File: src/gbc_pkg.sv
// ----------------------------------------------------------------------------
// gbc_pkg: shared types and constants of the GOST block cipher
// Stage record, key array type, S-box table, round function and key order.
// ----------------------------------------------------------------------------
package gbc_pkg;

   localparam int unsigned NUM_ROUNDS = 32;
   localparam int unsigned NUM_KEYS   = 8;
   localparam int unsigned KEY_IDX_W  = 3;
   localparam int unsigned CSR_IDX_W  = 4;

   typedef logic [NUM_KEYS-1:0][31:0] key_array_type;

   // One stage of the round chain: control plus the two halves
   typedef struct packed {
      logic        valid;
      logic        dir;
      logic [31:0] left;
      logic [31:0] right;
   } stage_type;

   // Key register values after reset, word 0 in the lowest slot
   localparam key_array_type KEY_RESET = {
      32'd3703418914, 32'd2854371254, 32'd2227323641, 32'd2920459799,
      32'd1124710742, 32'd2804780101, 32'd1620462276, 32'd0
   };

   // S-box, row i serves nibble i (nibble 0 least significant)
   localparam logic [3:0] SBOX [8][16] = '{
      '{4'd13, 4'd2,  4'd8,  4'd4,  4'd6,  4'd15, 4'd11, 4'd1,
        4'd10, 4'd9,  4'd3,  4'd14, 4'd5,  4'd0,  4'd12, 4'd7},
      '{4'd4,  4'd11, 4'd2,  4'd14, 4'd15, 4'd0,  4'd8,  4'd13,
        4'd3,  4'd12, 4'd9,  4'd7,  4'd5,  4'd10, 4'd6,  4'd1},
      '{4'd12, 4'd1,  4'd10, 4'd15, 4'd9,  4'd2,  4'd6,  4'd8,
        4'd0,  4'd13, 4'd3,  4'd4,  4'd14, 4'd7,  4'd5,  4'd11},
      '{4'd2,  4'd12, 4'd4,  4'd1,  4'd7,  4'd10, 4'd11, 4'd6,
        4'd8,  4'd5,  4'd3,  4'd15, 4'd13, 4'd0,  4'd14, 4'd9},
      '{4'd7,  4'd13, 4'd14, 4'd3,  4'd0,  4'd6,  4'd9,  4'd10,
        4'd1,  4'd2,  4'd8,  4'd5,  4'd11, 4'd12, 4'd4,  4'd15},
      '{4'd10, 4'd0,  4'd9,  4'd14, 4'd6,  4'd3,  4'd15, 4'd5,
        4'd1,  4'd13, 4'd12, 4'd7,  4'd11, 4'd4,  4'd2,  4'd8},
      '{4'd15, 4'd1,  4'd8,  4'd14, 4'd6,  4'd11, 4'd3,  4'd4,
        4'd9,  4'd7,  4'd2,  4'd13, 4'd12, 4'd0,  4'd5,  4'd10},
      '{4'd14, 4'd4,  4'd13, 4'd1,  4'd2,  4'd15, 4'd11, 4'd8,
        4'd3,  4'd10, 4'd6,  4'd12, 4'd5,  4'd9,  4'd0,  4'd7}
   };

   // Key word used in a round; dir 0 encrypts, 1 decrypts
   function automatic logic [KEY_IDX_W-1:0] key_index(input logic dir,
                                                      input int unsigned rnd);
      logic [KEY_IDX_W-1:0] pos;
      logic [1:0]           pass;
      logic                 fwd;
      pos  = KEY_IDX_W'(rnd % NUM_KEYS);
      pass = 2'((rnd / NUM_KEYS) % 4);
      fwd  = dir ? (pass == 2'd0) : (pass != 2'd3);
      return fwd ? pos : KEY_IDX_W'(NUM_KEYS - 1) - pos;
   endfunction

   // Key addition modulo 2^32, nibble substitution, then rotate left by 11
   function automatic logic [31:0] round_func(input logic [31:0] half,
                                              input logic [31:0] key);
      logic [31:0] sum;
      logic [31:0] subst;
      sum = half + key;
      for (int i = 0; i < 8; i++) begin
         subst[4*i +: 4] = SBOX[i][sum[4*i +: 4]];
      end
      return {subst[20:0], subst[31:21]};
   endfunction

endpackage

File: src/gbc_out_skid.sv
// ----------------------------------------------------------------------------
// gbc_out_skid: output register with a skid entry
// Catches the last cell's result while the receiver stalls the output.
// ----------------------------------------------------------------------------
module gbc_out_skid (
   input  logic               clock,
   input  logic               reset,
   input  gbc_pkg::stage_type last_stage,
   output logic               advance,
   output logic               rsp_valid,
   input  logic               rsp_stall,
   output logic [63:0]        rsp_block_out
);
   import gbc_pkg::*;

   logic        out_valid_ff;
   logic        out_valid_in;
   logic [63:0] out_data_ff;
   logic [63:0] out_data_in;
   logic        skid_valid_ff;
   logic        skid_valid_in;
   logic [63:0] skid_data_ff;
   logic [63:0] skid_data_in;
   logic        incoming;
   logic        out_take;
   logic [63:0] last_block;

   assign advance    = !skid_valid_ff;
   assign incoming   = advance && last_stage.valid;
   assign out_take   = out_valid_ff && !rsp_stall;
   assign last_block = {last_stage.right, last_stage.left};

   // Steer the result into the output register or the skid entry
   always_comb begin
      out_valid_in  = out_valid_ff;
      out_data_in   = out_data_ff;
      skid_valid_in = skid_valid_ff;
      skid_data_in  = skid_data_ff;
      if (skid_valid_ff) begin
         if (out_take) begin
            out_data_in   = skid_data_ff;
            skid_valid_in = 1'b0;
         end
      end else if (!out_valid_ff || out_take) begin
         out_valid_in = incoming;
         out_data_in  = last_block;
      end else if (incoming) begin
         skid_valid_in = 1'b1;
         skid_data_in  = last_block;
      end
   end

   // Hold control
   always_ff @(posedge clock) begin
      if (reset) begin
         out_valid_ff  <= 1'b0;
         skid_valid_ff <= 1'b0;
      end else begin
         out_valid_ff  <= out_valid_in;
         skid_valid_ff <= skid_valid_in;
      end
   end

   // Hold payload
   always_ff @(posedge clock) begin
      out_data_ff  <= out_data_in;
      skid_data_ff <= skid_data_in;
   end

   assign rsp_valid     = out_valid_ff;
   assign rsp_block_out = out_data_ff;

endmodule

File: config.mk
export PLATFORM = sky130hd
export DESIGN_NAME = gbc_out_skid
export DESIGN_NICKNAME = d
export VERILOG_FILES = /design/src/gbc_pkg.sv /design/src/gbc_out_skid.sv
export SDC_FILE = /design/constraint.sdc
export NUM_CORES = 1
export LEC_CHECK = 0
export ABC_AREA = 1
export BUFFER_PORTS_ARGS = -buffer_cell sky130_fd_sc_hd__buf_2
export CAP_MARGIN = 25
export CORE_ASPECT_RATIO = 0.6
export CORE_MARGIN = 1
export CORE_UTILIZATION = 30
export CTS_CLUSTER_SIZE = 24
export DETAILED_ROUTE_END_ITERATION = 16
export HOLD_SLACK_MARGIN = 0.03
export PLACE_DENSITY = 0.63
export SYNTH_ARGS = -nofsm -noshare
export SYNTH_HDL_FRONTEND = slang
export SYNTH_SLANG_ARGS = --single-unit
File: constraint.sdc
create_clock -name clock -period 5.1 [get_ports clock]
set_input_delay 0.51 -clock clock [delete_from_list [all_inputs] [get_ports clock]]
set_output_delay 0.51 -clock clock [all_outputs]
set_load 0.01 [all_outputs]
Yosys cells after proc, flatten, opt, wreduce, memory -nomap -nowiden
Index checks and enable logic that the tools add are counted.

storage, ports and cells
  flip-flop bits (word level) = 130
  latch bits = 0
  bits in writable memories = 0
  memory bits (read-only) = 0
  output and inout bits = 66
  memories = 0

operators by class
  $add $sub $neg = 0
  multipliers = 0
  div/mod/pow operators = 0
  magnitude comparators = 0
  equality and inequality tests = 1
  shift-type cells = 0
  mux-type cells = 7
  bitwise operators = 2
  reduce and logical (&&, ||, !) cells = 10

operators by type and width
  cell                number
  $mux 64             3
  $mux 1              4
  $reduce_and 2->1    2
  $logic_not 1->1     3
  $reduce_and 3->1    1
  $logic_and 1x1->1   2
  $ne 2x1->1 const B  1
  $not 1->1           2
  $reduce_bool 2->1   1
  $logic_or 1x1->1    1

Depth between registers and ports, before layout
Gate-level depths: netlist of the first run.

  word-level depth = 5
  depth in mapped cells = 6
  depth with buffers taken out = 5

Worst setup path after synthesis of the first run
Ideal clock, no wire load.

  kind = register to register
  from = register skid_valid_ff
  to = register skid_data_ff[0], enable pin
  library setup time = 0.486 ns
  data arrival time = 3.296 ns
  data required time = 4.614 ns
  slack = 1.318 ns
  cell stages (with the launch flop) = 5
  buffers on the path = 1
  clock period less this slack = 3.782 ns
  path through = dfxtp_1 > inv_2 > buf_2 > nand2_1 > nor2_1

between the ends
  word-level cells in the longest chain between the ends = 3
  elaborated cells on any way between the ends = 4
  classes of those cells = bitwise (1); reduce/logical (3)

RTL lines
  item                            RTL line            RTL
  from (decl)                     gbc_out_skid.sv:20  logic skid_valid_ff;
  from (signal assigned)          gbc_out_skid.sv:60  skid_valid_ff <= skid_valid_in;
  $logic_not 1->1                 gbc_out_skid.sv:28  assign advance = !skid_valid_ff;
  $logic_and 1x1->1               gbc_out_skid.sv:29  assign incoming = advance && last_stage.valid;
  $reduce_and 3->1 (no line) (*)  n/a
  to (signal assigned)            gbc_out_skid.sv:67  skid_data_ff <= skid_data_in;
  to (decl)                       gbc_out_skid.sv:22  logic [63:0] skid_data_ff;

Every way passes the cells marked *; elsewhere a longest branch is shown, timed or not.
A chain may end at the register's enable or synchronous reset.

Worst setup path after layout of the first run
  from = register skid_valid_ff
  to = register skid_data_ff[49], enable pin

The elaborated chain is that of the path after synthesis.

==> summary.txt, run 1 <==
Die
  – Initial cell density of the core: 30.71%
  – Die ar.: 16260 µm²
  – Core Area: 15370 µm²
  – Die width: 163.9 µm
  – Die outline height: 99.17 µm
  – FP Rows: 35
  – I/O pin count: 135

Layout
  – Synth-to-layout area growth: 33.24%
  – FF/Latch Area: 3885 µm²
  – # fillers: 1465
  – Area of the multi-input gates: 775.7 µm²
  – ANT cells: 0
  – Layout cells sized above 1: 34.19%
  – Net count, final: 559

Clocking
  – Worst-Skew Late Latency: 400 ps
  – Hold buffers post-CTS: 0
  – CTS tree: built
  – Total CTS buffers: 17
  – Clk buf depth: 2
  – Clk Tree Root Cell: clkbuf_16
  – Post-CTS setup buffer count: 0
  – H-Tree Depth: 4
  – CTS sink cnt: 130
  – # resized after CTS: 0
  – Clock transition at the registers of the reported paths: 60 ps

Synth
  – Synthesized Nets: 417
  – Post-synth top area cell: edfxtp_1
  – Avg Cell Area, Syn: 13.57 µm²
  – Cell area after synthesis: 4721 µm²
  – Most frequent cell after synthesis: nand2_1
  – Cells after synthesis: 348
  – Yosys reg bits: 130
  – Yosys warns: 0
  – Yosys cell types: 11
  – Fraction of registers with async set/reset: 0%
  – Area contributors post-synth: edfxtp_1 (81%), nand2_1 (16%), buf_2 (1.1%)
  – Top cell type's share of synthesized area: 81.42%
  – Post-synth EDFFs: 128
  – Post-synth top flop: edfxtp_1
  – Commonest cells post-synth: nand2_1 (196), edfxtp_1 (128), buf_2 (10)
  – Register area share after synthesis: 82.27%

Setup path
  – WP data arrival: 2430 ps
  – Delay-heaviest family, CP: buffers and inverters
  – Startpoint Class: register
  – Worst Setup End Kind: register
  – CP Buf/Inv Count: 3
  – Critical path, cell by cell: inv_2 -> buf_4 -> nand2_1 -> nor2_4 -> buf_4
  – Setup CP Type: register to register
  – Max stage delay on crit path: 560 ps
  – Worst setup startpoint: skid_valid_ff
  – Critical register-to-register path startpoint: skid_valid_ff
  – Worst-path maximum fanout: 67
  – CP required: 5170 ps
  – Most frequent CP cell: buf_4
  – Critical-path top delay cell: buf_4

STA
  – Slew HR: 36.49%
  – Final Max Slew Viols: 0
  – Final Hold Violating Endpoints: 0
  – RSZ-0062 raised after global routing: false
  – Tmin final: 2362 ps
  – Final setup violation count: 0
  – Worst Skew: 8.343 ps
  – Least-Margin Pin Slew: 952.7 ps
  – Final Cycle Share: 46.31%
  – Post-Route Setup TNS: 0 ps
  – FMAX: 423.4 MHz

Run
  – Max cap viols: 0

Min path
  – Hold Crit Class: input port to register
  – Hold Startpoint: last_stage[57]

Pwr
  – Leak Pwr: 2.699 nW
  – VDD IR-drop max: 0.0001818 V
  – Overall power: 2.780 mW
  – Pwr per Cell Area: 442.0 nW/µm²

Outcome
  – Status: complete, no violations

Global routing
  – Antenna violations before repair: 0
  – Grt total ovfl: 0
  – First-pass GRT wire length: 14840 µm
  – Total track usage: 12.15%
  – Vias in the first global route: 2876
  – Largest net degree at the start of global routing: 68

Routing
  – Vias/cell: 4.147
  – DRC viols: 0
  – Detailed Routing Iterations Pass 1: 4
  – Final WL: 9347 µm
  – DR iter-0 viols: 161
  – Via total after detailed routing: 2928
  – Antenna Nets Post-Route: 0
  – Avg WL per Cell: 13.24 µm

Place
  – DPL Wire Length: 5945 µm
  – PortBufs: 133
  – Routability cong.: 0.7124
## area by class of cell
class                      count  share of cell area (%)
sequential                   130                   61.77
multi-input combinational    201                   12.33
timing repair buffer         137                   11.26
clock buffer                  18                   6.823
tap                          203                   4.038
clock inverter                14                   3.601
inverter                       3                  0.1790
## logic make-up after synthesis
kind of cell | after synthesis | synth area share, %
compound gates | 2 | 0.2650
flops | 130 | 82.27
buf+inv | 17 | 1.617
simple gates | 199 | 15.85
## report_power, final
group	leakage, nW	switching [mW]	internal [mW]
clock network	0.317	0.461	0.877
logic	1.12	0.108	0.0674
registers	1.26	0.0170	1.25
total	2.70	0.586	2.19
## path summary, 6_finish.rpt
check                                          to  slack [ps]  depth (start not counted)
worst max register to register   skid_data_ff[49]        2740                          5
worst max-delay path             skid_data_ff[49]        2740                          5
worst min register to register  rsp_block_out[57]         510                          2
worst min-delay path             skid_data_ff[25]         300                          1
## through the flow
step           cell area (µm²)  hold slack [ps]  std cells  setup WS, ps  util (%)
2_1_floorplan             4721            490.5        348          1318         -
3_3_place_gp              5614            499.6        673          2184     36.52
3_5_place_dp              5634            503.6        674          2689     36.65
4_1_cts                   6290            277.8        706          2664     40.92
5_1_grt                   6290            274.7        706          2468     40.92
6_report                  6290            295.0        706          2738     40.92
## sequential cells by signal, indices dropped and copies added (netlist names)
| signal | cells |
|---|---|
| skid_data_ff | 64 |
| rsp_valid | 1 |
| rsp_block_out | 64 |
| skid_valid_ff | 1 |
## metal layers
layer,up-vias,part of all wire [%],GRT usage (%)
li1,1459,-,-
met1,1366,48,15.84
met2,94,44,18.77
met3,9,6.8,4.712
met4,0,0.79,3.632
met5,-,0,0
## placed cells by master (no fill, tap or decap), types with 2 or more instances in the layout
| cell | netlist | layout |
|---|---|---|
| edfxtp_1 | 128 | 128 |
| inv_1 | 2 | 2 |
| nand2_1 | 196 | 196 |
| clkinv_4 | 0 | 3 |
| buf_2 | 10 | 133 |
| clkbuf_16 | 0 | 17 |
| inv_6 | 0 | 3 |
| buf_4 | 0 | 3 |
| bufinv_16 | 0 | 5 |
Note: power is estimated with default switching activity, not from simulation.
==> inputs of run 2 (changes only) <==
==> constraint.sdc (replaced) <==
create_clock -name clock -period 2.2 [get_ports clock]
set_input_delay 0.22 -clock clock [delete_from_list [all_inputs] [get_ports clock]]
set_output_delay 0.22 -clock clock [all_outputs]
set_load 0.01 [all_outputs]
==> run 2 against run 1 <==
  * Via count up 11%
  * Count of clock-buffer cells in the layout decreased by 1
  * Sequential share of layout area shrank 5.6 points
  * First-iteration DRC count grew 20%
  * Worst hold slack got worse by 240 ps
  * Non-clock buffer count is 64 higher
  * Global-route usage rose by 1.5 points
  * Worst setup slack worse by 2600 ps
  * Register-to-register slack worse by 2200 ps
  * Total power increased by 130%
  * Clock skew grew 0.58 ps
  * Clock power up 120%
  * Critical path type is now register to primary output
  * Critical endpoint is now advance
==> summary.txt, run 2 (synthesized netlist as in run 1, its figures left out) <==
Outcome
  – Status: complete, no violations

Die
  – Die outline height: 99.17 µm
  – Core Area: 15370 µm²
  – Die width: 163.9 µm
  – I/O pin count: 135
  – Initial cell density of the core: 30.71%
  – Die ar.: 16260 µm²
  – FP Rows: 35

Pwr
  – Pwr per Cell Area: 927.6 nW/µm²
  – VDD IR-drop max: 0.0005583 V
  – Pint: 5.036 mW
  – Logic pwr share: 7.9%
  – Clock power frac: 46.3%
  – Overall power: 6.416 mW
  – Sw Share: 21.51%
  – NetSw: 1.380 mW
  – Seq pwr share: 45.8%
  – Leak Pwr: 2.953 nW

Layout
  – ANT cells: 0
  – Most frequent cells in the layout: nand2_1 (196), buf_2 (133), edfxtp_1 (128)
  – Net count, final: 623
  – Synth-to-layout area growth: 46.51%
  – Most common cell after layout, fill and taps aside: nand2_1
  – Layout cells sized above 1: 30.16%

STA
  – Post-Route Setup TNS: 0 ps
  – Final Cycle Share: 92.55%
  – RSZ-0062 raised after global routing: false
  – Tmin final: 2036 ps
  – Worst Skew: 8.920 ps
  – Final Hold Violating Endpoints: 0
  – Final Max Slew Viols: 0
  – Least-Margin Pin Slew: 724.0 ps
  – Final setup violation count: 0
  – FMAX: 491.1 MHz
  – Slew HR: 51.73%

Place
  – DPL Wire Length: 6070 µm
  – PortBufs: 133
  – Routability cong.: 0.7527

Routing
  – Avg WL per Cell: 13.75 µm
  – Final WL: 10590 µm
  – Vias/cell: 4.229
  – Via total after detailed routing: 3256
  – DRC viols: 0
  – Antenna Nets Post-Route: 0
  – Detailed Routing Iterations Pass 1: 4
  – DR iter-0 viols: 193

Clocking
  – Clock transition at the registers of the reported paths: 60 ps
  – # resized after CTS: 0
  – Worst-Skew Late Latency: 400 ps
  – Clk Tree Root Cell: clkbuf_16
  – CTS tree: built
  – Clk buf depth: 2
  – Post-CTS setup buffer count: 0
  – Hold buffers post-CTS: 64
  – Total CTS buffers: 17
  – CTS sink cnt: 130
  – H-Tree Depth: 4

Global routing
  – Grt total ovfl: 0
  – Largest net degree at the start of global routing: 67
  – Total track usage: 13.67%
  – Antenna violations before repair: 0
  – Vias in the first global route: 3292
  – First-pass GRT wire length: 16620 µm

Run
  – Max cap viols: 0

Setup path
  – Startpoint Class: register
  – WP data arrival: 1820 ps
  – Worst-path maximum fanout: 48
  – CP required: 1980 ps
  – Worst Setup End Kind: primary output
  – Setup CP Type: register to primary output

Min path
  – Hold Crit Class: input port to register
-- run 2: cell count changes in the layout (fill, tap and decap cells not counted) --
cell	change
clkinv_2	-1
buf_4	-1
clkbuf_1	-1
inv_8	-1
clkinv_1	+2
clkinvlp_4	+1
bufinv_16	-1
clkinv_4	+1
buf_12	+1
dlygate4sd3_1	+64
-- run 2: power groups by stage --
stage,registers (mW),logic [mW],clock network [mW]
after floorplan,3.05,0.118,0
after global placement,2.98,0.416,0
after detailed placement,2.99,0.425,0
after CTS,2.94,0.514,3.07
after global routing,2.95,0.563,3.15
final,2.94,0.507,2.97
-- run 2: cell type report --
| class | count | area [µm²] |
|---|---|---|
| fillers | 1385 | 8454 |
| flip-flops and latches | 130 | 3885 |
| repair buffers | 201 | 1361 |
| multi-input cells | 201 | 775.7 |
| clock buffers | 17 | 425.4 |
| well taps | 203 | 254.0 |
| clock inverters | 15 | 203.9 |
| inverters | 3 | 11.26 |
-- run 2: final timing paths --
| kind | from | endpoint | slack [ps] | cells after the start |
|---|---|---|---|---|
| max | skid_valid_ff | advance | 160 | 3 |
| min | reset | rsp_valid | 60 | 4 |
| max reg2reg | skid_valid_ff | skid_data_ff[7] | 570 | 4 |
| min reg2reg | skid_data_ff[54] | rsp_block_out[54] | 510 | 2 |
-- run 2: worst max-delay path: stages, from the launching register on --
cell	delay (ps)
dfxtp_2	320
inv_2	280
buf_4	560
buf_2	240
-- run 2: stage by stage --
| step | hold WS, ps | util [%] | cells | setup WS (ps) | instance area [µm²] |
|---|---|---|---|---|---|
| after floorplan | 318.9 | - | 348 | 187.0 | 4730 |
| after global placement | 411.0 | 36.74 | 674 | 546.6 | 5647 |
| after detailed placement | 412.4 | 36.74 | 674 | 548.2 | 5647 |
| after CTS | 43.26 | 45.00 | 770 | 105.1 | 6917 |
| after global routing | 52.07 | 45.00 | 770 | 27.28 | 6917 |
| final | 59.77 | 45.00 | 770 | 163.9 | 6917 |
-- run 2: layer usage --
layer | wire [µm] | global-route usage [%] | up-vias
li1 | - | - | 1593
met1 | 4874 | 16.76 | 1536
met2 | 4886 | 22.29 | 116
met3 | 742 | 5.171 | 11
met4 | 82 | 4.487 | 0
met5 | 0 | 0 | -
