$ cat config.mk
export PLATFORM = sky130hd
export DESIGN_NAME = gbc_round_cell
export DESIGN_NICKNAME = d
export VERILOG_FILES = /design/src/gbc_pkg.sv /design/src/gbc_round_cell.sv
export SDC_FILE = /design/constraint.sdc
export NUM_CORES = 1
export LEC_CHECK = 0
export BUFFER_PORTS_ARGS = -buffer_cell sky130_fd_sc_hd__buf_2
export CAP_MARGIN = 10
export CORE_AREA = 2 2 153 155
export DETAILED_ROUTE_END_ITERATION = 8
export DIE_AREA = 0 0 155 157
export SETUP_SLACK_MARGIN = 0.02
export SLEW_MARGIN = 20
export SYNTH_ARGS = -nofsm -noshare
export SYNTH_HDL_FRONTEND = slang
export SYNTH_SLANG_ARGS = --single-unit
$ cat constraint.sdc
create_clock -name clock -period 10.8 [get_ports clock]
set_input_delay 1.08 -clock clock [delete_from_list [all_inputs] [get_ports clock]]
set_output_delay 1.08 -clock clock [all_outputs]
set_load 0.02 [all_outputs]
$ cat src/gbc_pkg.sv
// ----------------------------------------------------------------------------
// gbc_pkg: shared types and constants of the GOST block cipher
// Stage record, key array type, S-box table, round function and key order.
// ----------------------------------------------------------------------------
package gbc_pkg;

   localparam int unsigned NUM_ROUNDS = 32;
   localparam int unsigned NUM_KEYS   = 8;
   localparam int unsigned KEY_IDX_W  = 3;
   localparam int unsigned CSR_IDX_W  = 4;

   typedef logic [NUM_KEYS-1:0][31:0] key_array_type;

   // One stage of the round chain: control plus the two halves
   typedef struct packed {
      logic        valid;
      logic        dir;
      logic [31:0] left;
      logic [31:0] right;
   } stage_type;

   // Key register values after reset, word 0 in the lowest slot
   localparam key_array_type KEY_RESET = {
      32'd3703418914, 32'd2854371254, 32'd2227323641, 32'd2920459799,
      32'd1124710742, 32'd2804780101, 32'd1620462276, 32'd0
   };

   // S-box, row i serves nibble i (nibble 0 least significant)
   localparam logic [3:0] SBOX [8][16] = '{
      '{4'd13, 4'd2,  4'd8,  4'd4,  4'd6,  4'd15, 4'd11, 4'd1,
        4'd10, 4'd9,  4'd3,  4'd14, 4'd5,  4'd0,  4'd12, 4'd7},
      '{4'd4,  4'd11, 4'd2,  4'd14, 4'd15, 4'd0,  4'd8,  4'd13,
        4'd3,  4'd12, 4'd9,  4'd7,  4'd5,  4'd10, 4'd6,  4'd1},
      '{4'd12, 4'd1,  4'd10, 4'd15, 4'd9,  4'd2,  4'd6,  4'd8,
        4'd0,  4'd13, 4'd3,  4'd4,  4'd14, 4'd7,  4'd5,  4'd11},
      '{4'd2,  4'd12, 4'd4,  4'd1,  4'd7,  4'd10, 4'd11, 4'd6,
        4'd8,  4'd5,  4'd3,  4'd15, 4'd13, 4'd0,  4'd14, 4'd9},
      '{4'd7,  4'd13, 4'd14, 4'd3,  4'd0,  4'd6,  4'd9,  4'd10,
        4'd1,  4'd2,  4'd8,  4'd5,  4'd11, 4'd12, 4'd4,  4'd15},
      '{4'd10, 4'd0,  4'd9,  4'd14, 4'd6,  4'd3,  4'd15, 4'd5,
        4'd1,  4'd13, 4'd12, 4'd7,  4'd11, 4'd4,  4'd2,  4'd8},
      '{4'd15, 4'd1,  4'd8,  4'd14, 4'd6,  4'd11, 4'd3,  4'd4,
        4'd9,  4'd7,  4'd2,  4'd13, 4'd12, 4'd0,  4'd5,  4'd10},
      '{4'd14, 4'd4,  4'd13, 4'd1,  4'd2,  4'd15, 4'd11, 4'd8,
        4'd3,  4'd10, 4'd6,  4'd12, 4'd5,  4'd9,  4'd0,  4'd7}
   };

   // Key word used in a round; dir 0 encrypts, 1 decrypts
   function automatic logic [KEY_IDX_W-1:0] key_index(input logic dir,
                                                      input int unsigned rnd);
      logic [KEY_IDX_W-1:0] pos;
      logic [1:0]           pass;
      logic                 fwd;
      pos  = KEY_IDX_W'(rnd % NUM_KEYS);
      pass = 2'((rnd / NUM_KEYS) % 4);
      fwd  = dir ? (pass == 2'd0) : (pass != 2'd3);
      return fwd ? pos : KEY_IDX_W'(NUM_KEYS - 1) - pos;
   endfunction

   // Key addition modulo 2^32, nibble substitution, then rotate left by 11
   function automatic logic [31:0] round_func(input logic [31:0] half,
                                              input logic [31:0] key);
      logic [31:0] sum;
      logic [31:0] subst;
      sum = half + key;
      for (int i = 0; i < 8; i++) begin
         subst[4*i +: 4] = SBOX[i][sum[4*i +: 4]];
      end
      return {subst[20:0], subst[31:21]};
   endfunction

endpackage

$ cat src/gbc_round_cell.sv
// ----------------------------------------------------------------------------
// gbc_round_cell: one Feistel round of the cipher chain
// Registers the halves after its round and hands them to the next cell.
// ----------------------------------------------------------------------------
module gbc_round_cell #(
   parameter int unsigned ROUND_IDX = 0
) (
   input  logic                  clock,
   input  logic                  reset,
   input  logic                  advance,
   input  gbc_pkg::key_array_type key_words,
   input  gbc_pkg::stage_type    stage_in,
   output gbc_pkg::stage_type    stage_out
);
   import gbc_pkg::*;

   localparam logic [KEY_IDX_W-1:0] ENC_IDX = key_index(1'b0, ROUND_IDX);
   localparam logic [KEY_IDX_W-1:0] DEC_IDX = key_index(1'b1, ROUND_IDX);

   stage_type   stage_ff;
   stage_type   stage_next_in;
   logic [31:0] round_key;

   // Pick this round's key word for the transaction's direction
   assign round_key = stage_in.dir ? key_words[DEC_IDX] : key_words[ENC_IDX];

   // Compute the round and swap the halves
   always_comb begin
      stage_next_in.valid = stage_in.valid;
      stage_next_in.dir   = stage_in.dir;
      stage_next_in.left  = stage_in.right;
      stage_next_in.right = stage_in.left ^ round_func(stage_in.right, round_key);
   end

   // Advance control and payload
   always_ff @(posedge clock) begin
      if (reset) begin
         stage_ff.valid <= 1'b0;
      end else if (advance) begin
         stage_ff.valid <= stage_next_in.valid;
      end
      if (advance) begin
         stage_ff.dir   <= stage_next_in.dir;
         stage_ff.left  <= stage_next_in.left;
         stage_ff.right <= stage_next_in.right;
      end
   end

   assign stage_out = stage_ff;

endmodule

; ---- After elaboration in Yosys (flattened, before gate mapping)
; Memories as Yosys holds them, arrays and structs flattened.
; Cells that the tools add are included.
[word_totals]
register_bits = 66
rom_bits = 512
input_bits = 325
out_inout_bits = 66
n_memories = 8
[classes]
n_addsub = 1
n_lt_le_gt_ge = 8
mux = 16
bitwise_logic = 9
[mem_list]
columns = memory, words, width, rd, rd_ports_with_merged_regs, write_ports, line_no
row1 = (name not given), 16, 4, 1, 0, 0, gbc_pkg.sv:67  ; subst[4*i +: 4] = SBOX[i][sum[4*i +: 4]];
row2 = (name not given), 16, 4, 1, 0, 0, gbc_pkg.sv:67
row3 = (name not given), 16, 4, 1, 0, 0, gbc_pkg.sv:67
row4 = (name not given), 16, 4, 1, 0, 0, gbc_pkg.sv:67
row5 = (name not given), 16, 4, 1, 0, 0, gbc_pkg.sv:67
row6 = (name not given), 16, 4, 1, 0, 0, gbc_pkg.sv:67
row7 = +2 memories, n/a, n/a, n/a, n/a, n/a, n/a
[ops]
columns = operator, n
row1 = 2-to-1 mux 4 bit, 16
row2 = >= comparator 5 bit (second input constant), 8
row3 = inverter 4 -> 5 bit, 8
row4 = adder 32 bit, 1
row5 = XOR 32 bit, 1

; ---- Longest topological paths before layout
; Gate-level depths: netlist of run 1.
[depth]
word_depth = 6
mapped_depth = 16

; ---- Worst setup path after synthesis of run 1
; No wires, ideal clock.
[synth_timing]
path_type = input to register
start = input port key_words[4] (netlist name)
end = register stage_ff, in the netlist stage_out[3] (data pin)
setup_ns = 0.258
arrival_ns = 4.114
t_required_ns = 10.542
slack_ns = 6.428
stages = 13
path_buffers = 0
path_cell_list = ha_1 a21o_1 o21bai_2 a31oi_4 o21ai_4 a21oi_2 o21bai_1 a41o_1 xor2_1 inv_1 ha_1 mux4_2 xnor2_1
[synth_rtl]
columns = item, line_no
row1 = from (decl), gbc_round_cell.sv:11  ; input gbc_pkg::key_array_type key_words,
row2 = to (decl), gbc_round_cell.sv:20  ; stage_type stage_ff;

==> summary.md, run 1 <==
| Metric | Value |
|---|---|
| Outcome | `finished clean` |
| Synth Area in Compound Gates | `0.1664` |
| GP Congestion | `0.7705` |
| Die Ht | `about 160 microns` |
| Setup violators final | `0` |
| Yosys synthesis warning count | `0` |
| Peak supply drop | `0.00008823 V` |
| Total Negative Setup Slacks | `0 ns` |
| Largest family of logic cells by synthesized area | `compound AO/OA/AOI/OAI gates` |
| Layout cells sized above 1 | `0.3283` |
| MaxCap Viol Count | `0` |
| FF+latch area | `1972 sq um` |
| Routed WL per cell | `16.83 microns` |
| CTS tree | `yes` |
| Diodes inserted | `0` |
| Multi-input gate area | `3401 sq um` |
| WS Path Type | `in -> reg` |
| Pin count of the biggest net entering global routing | `67` |
| Remaining antenna violation count | `0` |
| CTS root buf | `clkbuf_16` |
| Via count | `4366` |
| Skew-Pair Late Insertion Delay | `between 0.3 and 0.4 ns` |
| Port bufs | `166` |
| # IOs | `391` |
| Tcrit/Tclk final | `0.4557` |
| CP peak stage delay | `0.48 ns` |
| Yosys cell types | `65` |
| Initial antenna violation count | `1` |
| Syn Std Cell Area | `approximately 5600 sq um` |
| Synth Net Count | `888` |
| Die Width | `155 microns` |
| Synth Area per Inst | `11.27 sq um` |
| Nets@finish | `1054` |
| Synth Instances | `493` |
| Vias in the first global route | `4122` |
| # DRC | `0` |
| Fin. Hold Viols | `0` |
| Post-cts sizing count | `0` |
| Post-synthesis mux area share | `0.08487` |
| Worst setup EP type | `flip-flop` |
| Total placed cells including tap cells | `roughly 930` |
| Achievable Freq | `a little over 0.2 GHz` |
| CP Launch Type | `primary input` |
| H-tree depth | `3` |
| Setup Skew | `0 ns` |
| Layout Utilization | `0.3122` |
| Worst Hold Depth | `2` |
| Number of placement rows | `55` |
| DR vias/cell | `4.601` |
| Maximum root-to-sink buffer count | `2` |
| DIE AREA | `24340 sq um` |
| Finished Layout Cells | `949` |
| Placed Instance Area | `6701 sq um` |
| DRT Pass-1 Iters | `5` |
| Hold Crit Class | `reg -> reg` |
| CP max-delay cell | `a211oi_2` |
| Gr usage total | `0.1309` |
| FF-to-FF End | `stage_out[65]` |
| Ys async rst share | `0` |
| Slew HR | `0.3994` |
| Core area | `about 23000 sq um` |
| Final Cell Area | `7025 sq um` |
| Launching point of the worst reg2reg path | `stage_out[65]` |
| Cts bufs inserted | `9` |
| CP required | `10.88 ns` |
| Critical path's top delay family | `compound AO/OA/AOI/OAI gates` |
| Post-CTS Setup Inserts | `0` |
| Hold path endpoint | `stage_out[65]` |
| Layout area overhead | `26.41%` |
| Starting Density | `0.2470` |
| Total gr overflow | `0` |
| Post-synth EDFFs | `65` |
| Fillers | `roughly 2300` |
| Seq/Total Area, Yosys | `0.3548` |
| Crit-path max FO | `6` |
| Slew Viols, Final | `0` |
| Clock Pin Slew Worst Setup and Hold Paths | `0.06 ns` |
| Top FF cell, synth | `edfxtp_1` |
| Area share of xor/xnor cells in the synthesized design | `0.1218` |
| Pwr/cell area | `177.5 nW/um^2` |
| Max FFs per register | `66` |
| Post-CTS Hold Buffers | `0` |
| Most common cell after layout, fill and taps aside | `buf_2` |
| Hold_sp | `stage_out[65]` |
| Minimum clock period | `4.921 ns` |
| Slew @ Worst Pin | `0.9009 ns` |
| Clk sinks | `66` |
| RSZ-0062 raised after global routing | `no` |
| DRT iter0 DRCs | `about 270` |
| R2r worst-path depth | `2` |
| Post-synthesis adder-cell area fraction | `0.1589` |
| Crit path DAT | `5.01 ns` |
| Leak | `between 0.003 and 0.004 uW` |
| Simple-gate share of the synthesized area | `0.07992` |
| Commonest cells after routing, fill and taps aside | `165 x buf_2, 69 x ha_1, 65 x edfxtp_1` |
| Flop-to-flop setup slack | `~10 ns` |
| Crit path buf inv count | `3` |
| Flop and latch count out of synthesis | `66` |
| HPWL Detailed | `12910 microns` |
| CP cell instances | `buf_2, ha_1, inv_1, fa_1, and2b_1, o2111ai_1, a211oi_2, a211oi_2, o21bai_1, a21oi_1, xor2_1, inv_1, ha_1, mux4_2, xnor2_1` |
| Worst setup startpoint | `stage_in[0]` |
| First-pass GRT wire length | `23830 microns` |
| Detailed Route WL | `15970 microns` |
==> cell families after synthesis <==
logic type,Yosys count
AOI/OAI and AO/OA,119
xor gates and xnor gates,70
adders and majority gates,70
buffers and inverters,48
DFF,66
muxes,33
and+or+nand+nor,87
==> stage by stage <==
stage / setup WS, ns / power (uW) / hold slack (ns)
6_report: 5.879 / 1247 / 0.5324
5_1_grt: 5.647 / 1329 / 0.5474
4_1_cts: 5.922 / 1267 / 0.5367
3_5_place_dp: 5.575 / 923.6 / 0.5103
3_3_place_gp: 5.600 / 912.1 / 0.5042
2_1_floorplan: 6.428 / 774.2 / 0.5788
==> worst max-delay path by stage <==
stage	to	slack, ns	depth (start not counted)
floorplan	stage_out[3]	6.43	13
global placement	stage_out[3]	5.60	15
detailed placement	stage_out[28]	5.58	15
CTS	stage_out[3]	5.92	15
global route	stage_out[4]	5.65	17
finish	stage_out[28]	5.88	15
==> layout make-up <==
| type | instances | area share |
|---|---|---|
| inverter | 37 | 0.01977 |
| clock buffer | 14 | 0.03758 |
| multi-input combinational | 379 | 0.4841 |
| clock inverter | 2 | 0.008549 |
| timing repair buffer | 166 | 0.1186 |
| tap | 285 | 0.05076 |
| sequential | 66 | 0.2807 |
==> worst register-to-register path: stages (launching register included) <==
cell and delay (ns):
dfxtp_1 0.32, mux2i_1 0.12, nor2_1 0.06
==> layer usage <==
metal | vias up | wire length [microns] | GRT usage | part of all wire
li1 | 2162 | - | - | -
met1 | 2032 | 7872 | 0.1851 | 0.49
met2 | 161 | 6313 | 0.1814 | 0.40
met3 | 11 | 1605 | 0.05534 | 0.10
met4 | 0 | 178 | 0.03439 | 0.011
met5 | - | 0 | 0 | 0
==> Yosys cell counts (all sizes together), types with 8 or more instances <==
cell,number,share of area
and3,8,0.0090
xor2,28,0.048
a21oi,29,0.027
ha,69,0.16
mux4,11,0.045
edfxtp,65,0.35
mux2i,19,0.034
nand2,20,0.014
nor2,21,0.014
nand3,11,0.0099
xnor2,42,0.074
a211oi,8,0.014
inv,37,0.025
o21ai,20,0.023
a21o,19,0.026
==> report_power, final <==
part | switching, uW | leakage, uW | internal [uW] | total, uW
clock | 117 | 0.000157 | 215 | 332
combinational | 319 | 0.00233 | 232 | 551
sequential | 10.4 | 0.000644 | 354 | 364
total | 446 | 0.00313 | 801 | 1250
No activity file was read; power rests on OpenSTA's default activity.
==> run 2, diff against run 1 <==
--- a/config.mk
+++ b/config.mk
@@ -7,9 +7,9 @@
 export LEC_CHECK = 0
 export BUFFER_PORTS_ARGS = -buffer_cell sky130_fd_sc_hd__buf_2
 export CAP_MARGIN = 10
-export CORE_AREA = 2 2 153 155
+export CORE_AREA = 2 2 152 154
 export DETAILED_ROUTE_END_ITERATION = 8
-export DIE_AREA = 0 0 155 157
+export DIE_AREA = 0 0 154 156
 export SETUP_SLACK_MARGIN = 0.02
 export SLEW_MARGIN = 20
 export SYNTH_ARGS = -nofsm -noshare
==> constraint.sdc (replaced) <==
create_clock -name clock -period 4.3 [get_ports clock]
set_input_delay 0.43 -clock clock [delete_from_list [all_inputs] [get_ports clock]]
set_output_delay 0.43 -clock clock [all_outputs]
set_load 0.02 [all_outputs]
==> summary.md, run 2 (same netlist as run 1, synthesis figures left out) <==
| Metric | Value |
|---|---|
| Crit-path max FO | `4 (-2)` |
| Initial antenna violation count | `1 (unchanged)` |
| Pwr/cell area | `438.2 nW/um^2 (+150%)` |
| Port bufs | `166 (unchanged)` |
| Post-Route M1 WL | `8131 microns (+3.3%)` |
| Cts bufs inserted | `9 (unchanged)` |
| Detailed Route WL | `16980 microns (+6.3%)` |
| CP max-delay cell | `mux4_2` |
| Die Ht | `156 microns (-0.64%)` |
| Nets@finish | `1077 (+2.2%)` |
| Fillers | `2318 (+0.043%)` |
| Clock Pin Slew Worst Setup and Hold Paths | `0.06 ns (about the same)` |
| Pin count of the biggest net entering global routing | `67 (unchanged)` |
| MaxCap Viol Count | `0 (unchanged)` |
| Fin. Hold Viols | `0 (unchanged)` |
| # DRC | `0 (unchanged)` |
| Routed wl met2 | `6577 microns (+4.2%)` |
| GP Congestion | `0.7951 (+3.2%)` |
| Skew-Pair Late Insertion Delay | `0.34 ns (about the same)` |
| CP cell instances | `buf_2, ha_1, inv_1, fa_1, and2b_1, o2111ai_1, a211oi_2, a211oi_2, o21bai_1, a21oi_1, xor2_1, inv_1, ha_1, mux4_2, xnor2_1` |
| Post-CTS Hold Buffers | `0 (unchanged)` |
| Slew HR | `0.3857 (-0.01367)` |
| Vias in the first global route | `4255 (+3.2%)` |
| Layout area overhead | `29.11%` |
| Maximum root-to-sink buffer count | `2 (unchanged)` |
| Core area | `22370 sq um (-0.61%)` |
| # IOs | `391 (unchanged)` |
| Flop-to-flop setup slack | `3.71 ns (-6.49 ns)` |
| Achievable Freq | `approximately 0.26 GHz` |
| Total gr overflow | `0 (unchanged)` |
| CTS tree | `yes` |
| Minimum clock period | `3.801 ns` |
| Clk sinks | `66 (unchanged)` |
| Routed WL per cell | `17.47 microns (+3.8%)` |
| Max FFs per register | `66 (unchanged)` |
| Diodes inserted | `0 (unchanged)` |
| CP Launch Type | `primary input` |
| Hold Crit Class | `in -> reg` |
| CP required | `4.39 ns (-6.49 ns)` |
| CP peak stage delay | `0.49 ns (about the same)` |
| Setup violators final | `0 (unchanged)` |
| Remaining antenna violation count | `0 (unchanged)` |
| Layout cells sized above 1 | `0.3508 (+0.02249)` |
| Crit path DAT | `3.89 ns (-1.12 ns)` |
| Top Layer Used | `met5` |
| Slew Viols, Final | `0 (unchanged)` |
| Layout Utilization | `0.3208 (+0.008634)` |
| Slew @ Worst Pin | `0.9214 ns (+0.02051 ns)` |
| Most common cell after layout, fill and taps aside | `buf_2` |
| RSZ-0062 raised after global routing | `no` |
| DIE AREA | `24020 sq um (-1.3%)` |
| Met3 WL | `2080 microns (+30%)` |
| Tcrit/Tclk final | `0.8840` |
| Starting Density | `0.2485 (+0.001520)` |
| Commonest cells after routing, fill and taps aside | `165 x buf_2, 69 x ha_1, 65 x edfxtp_1` |
| Post-CTS Setup Inserts | `0 (unchanged)` |
| Outcome | `finished clean` |
| H-tree depth | `3 (unchanged)` |
| Setup Skew | `0 ns (unchanged)` |
| WS Path Type | `in -> reg` |
| HPWL Detailed | `13940 microns (+7.9%)` |
| Leak | `0.003227 uW (+3.1%)` |
| DR vias/cell | `4.560 (-0.89%)` |
| CTS root buf | `clkbuf_16` |
| First-pass GRT wire length | `24940 microns (+4.6%)` |
| DRT iter0 DRCs | `227 (-17%)` |
| Total Negative Setup Slacks | `0 ns (unchanged)` |
| Peak supply drop | `0.0001850 V (+110%)` |
| Die Width | `154 microns (-0.65%)` |
| DRT Pass-1 Iters | `5 (unchanged)` |
| Gr usage total | `0.1412 (+0.01027)` |
| Via count | `4432 (+1.5%)` |
| Worst setup EP type | `flip-flop` |
| Post-cts sizing count | `0 (unchanged)` |
| Number of placement rows | `55 (unchanged)` |
-- run 2: cell count changes in the layout (fill, tap and decap cells not counted), sizes merged --
cell and delta:
buf +23, clkinvlp +1, bufinv -1
-- run 2: power breakdown --
group	switching (uW)	total, uW	internal (uW)
combinational	826	1450	628
sequential	32.4	922	890
clock	286	768	482
-- run 2: critical path, delay by kind of cell --
kind | cells | cell delay, ns
adder cells (fa/ha/maj) | 3 | 0.73
XOR/XNOR | 2 | 0.37
multiplexers | 1 | 0.49
AO/OA/AOI/OAI | 5 | 1.36
AND/OR/NAND/NOR | 1 | 0.20
buffers and inverters | 3 | 0.29
-- run 2: path summary, 6_finish.rpt --
kind / from / end / cells past startpoint
min: reset / stage_out[65] / 2
max: stage_in[0] / stage_out[28] / 15
max reg2reg: stage_out[65] / stage_out[65] / 2
min reg2reg: stage_out[65] / stage_out[65] / 2
-- run 2: stage by stage --
step	total power, uW	worst slack, ns	hold WS (ns)	area (sq um)	cells
floorplan	1945	0.5784	0.5024	5558	493
global placement	2367	0.1689	0.4795	6874	956
detailed placement	2399	0.1232	0.4846	6874	956
CTS	3200	0.4912	0.2213	7176	972
global route	3367	0.2315	0.2440	7176	972
finish	3144	0.4989	0.2461	7176	972
-- run 2: metal layers --
layer,GRT usage,vias to the layer above
li1,-,2213
met1,0.1891,2060
met2,0.1909,145
met3,0.08361,12
met4,0.03605,2
met5,0,-
-- run 2: final cells by class --
| type | instances | area, sq um | share of cell area |
|---|---|---|---|
| Multi-Input combinational cell | 379 | 3401 | 0.4739 |
| Timing Repair Buffer | 189 | 1006 | 0.1402 |
| Clock inverter | 2 | 37.54 | 0.005231 |
| Inverter | 37 | 138.9 | 0.01935 |
| Tap cell | 285 | 356.6 | 0.04969 |
| Clock buffer | 14 | 264.0 | 0.03679 |
| Sequential cell | 66 | 1972 | 0.2748 |
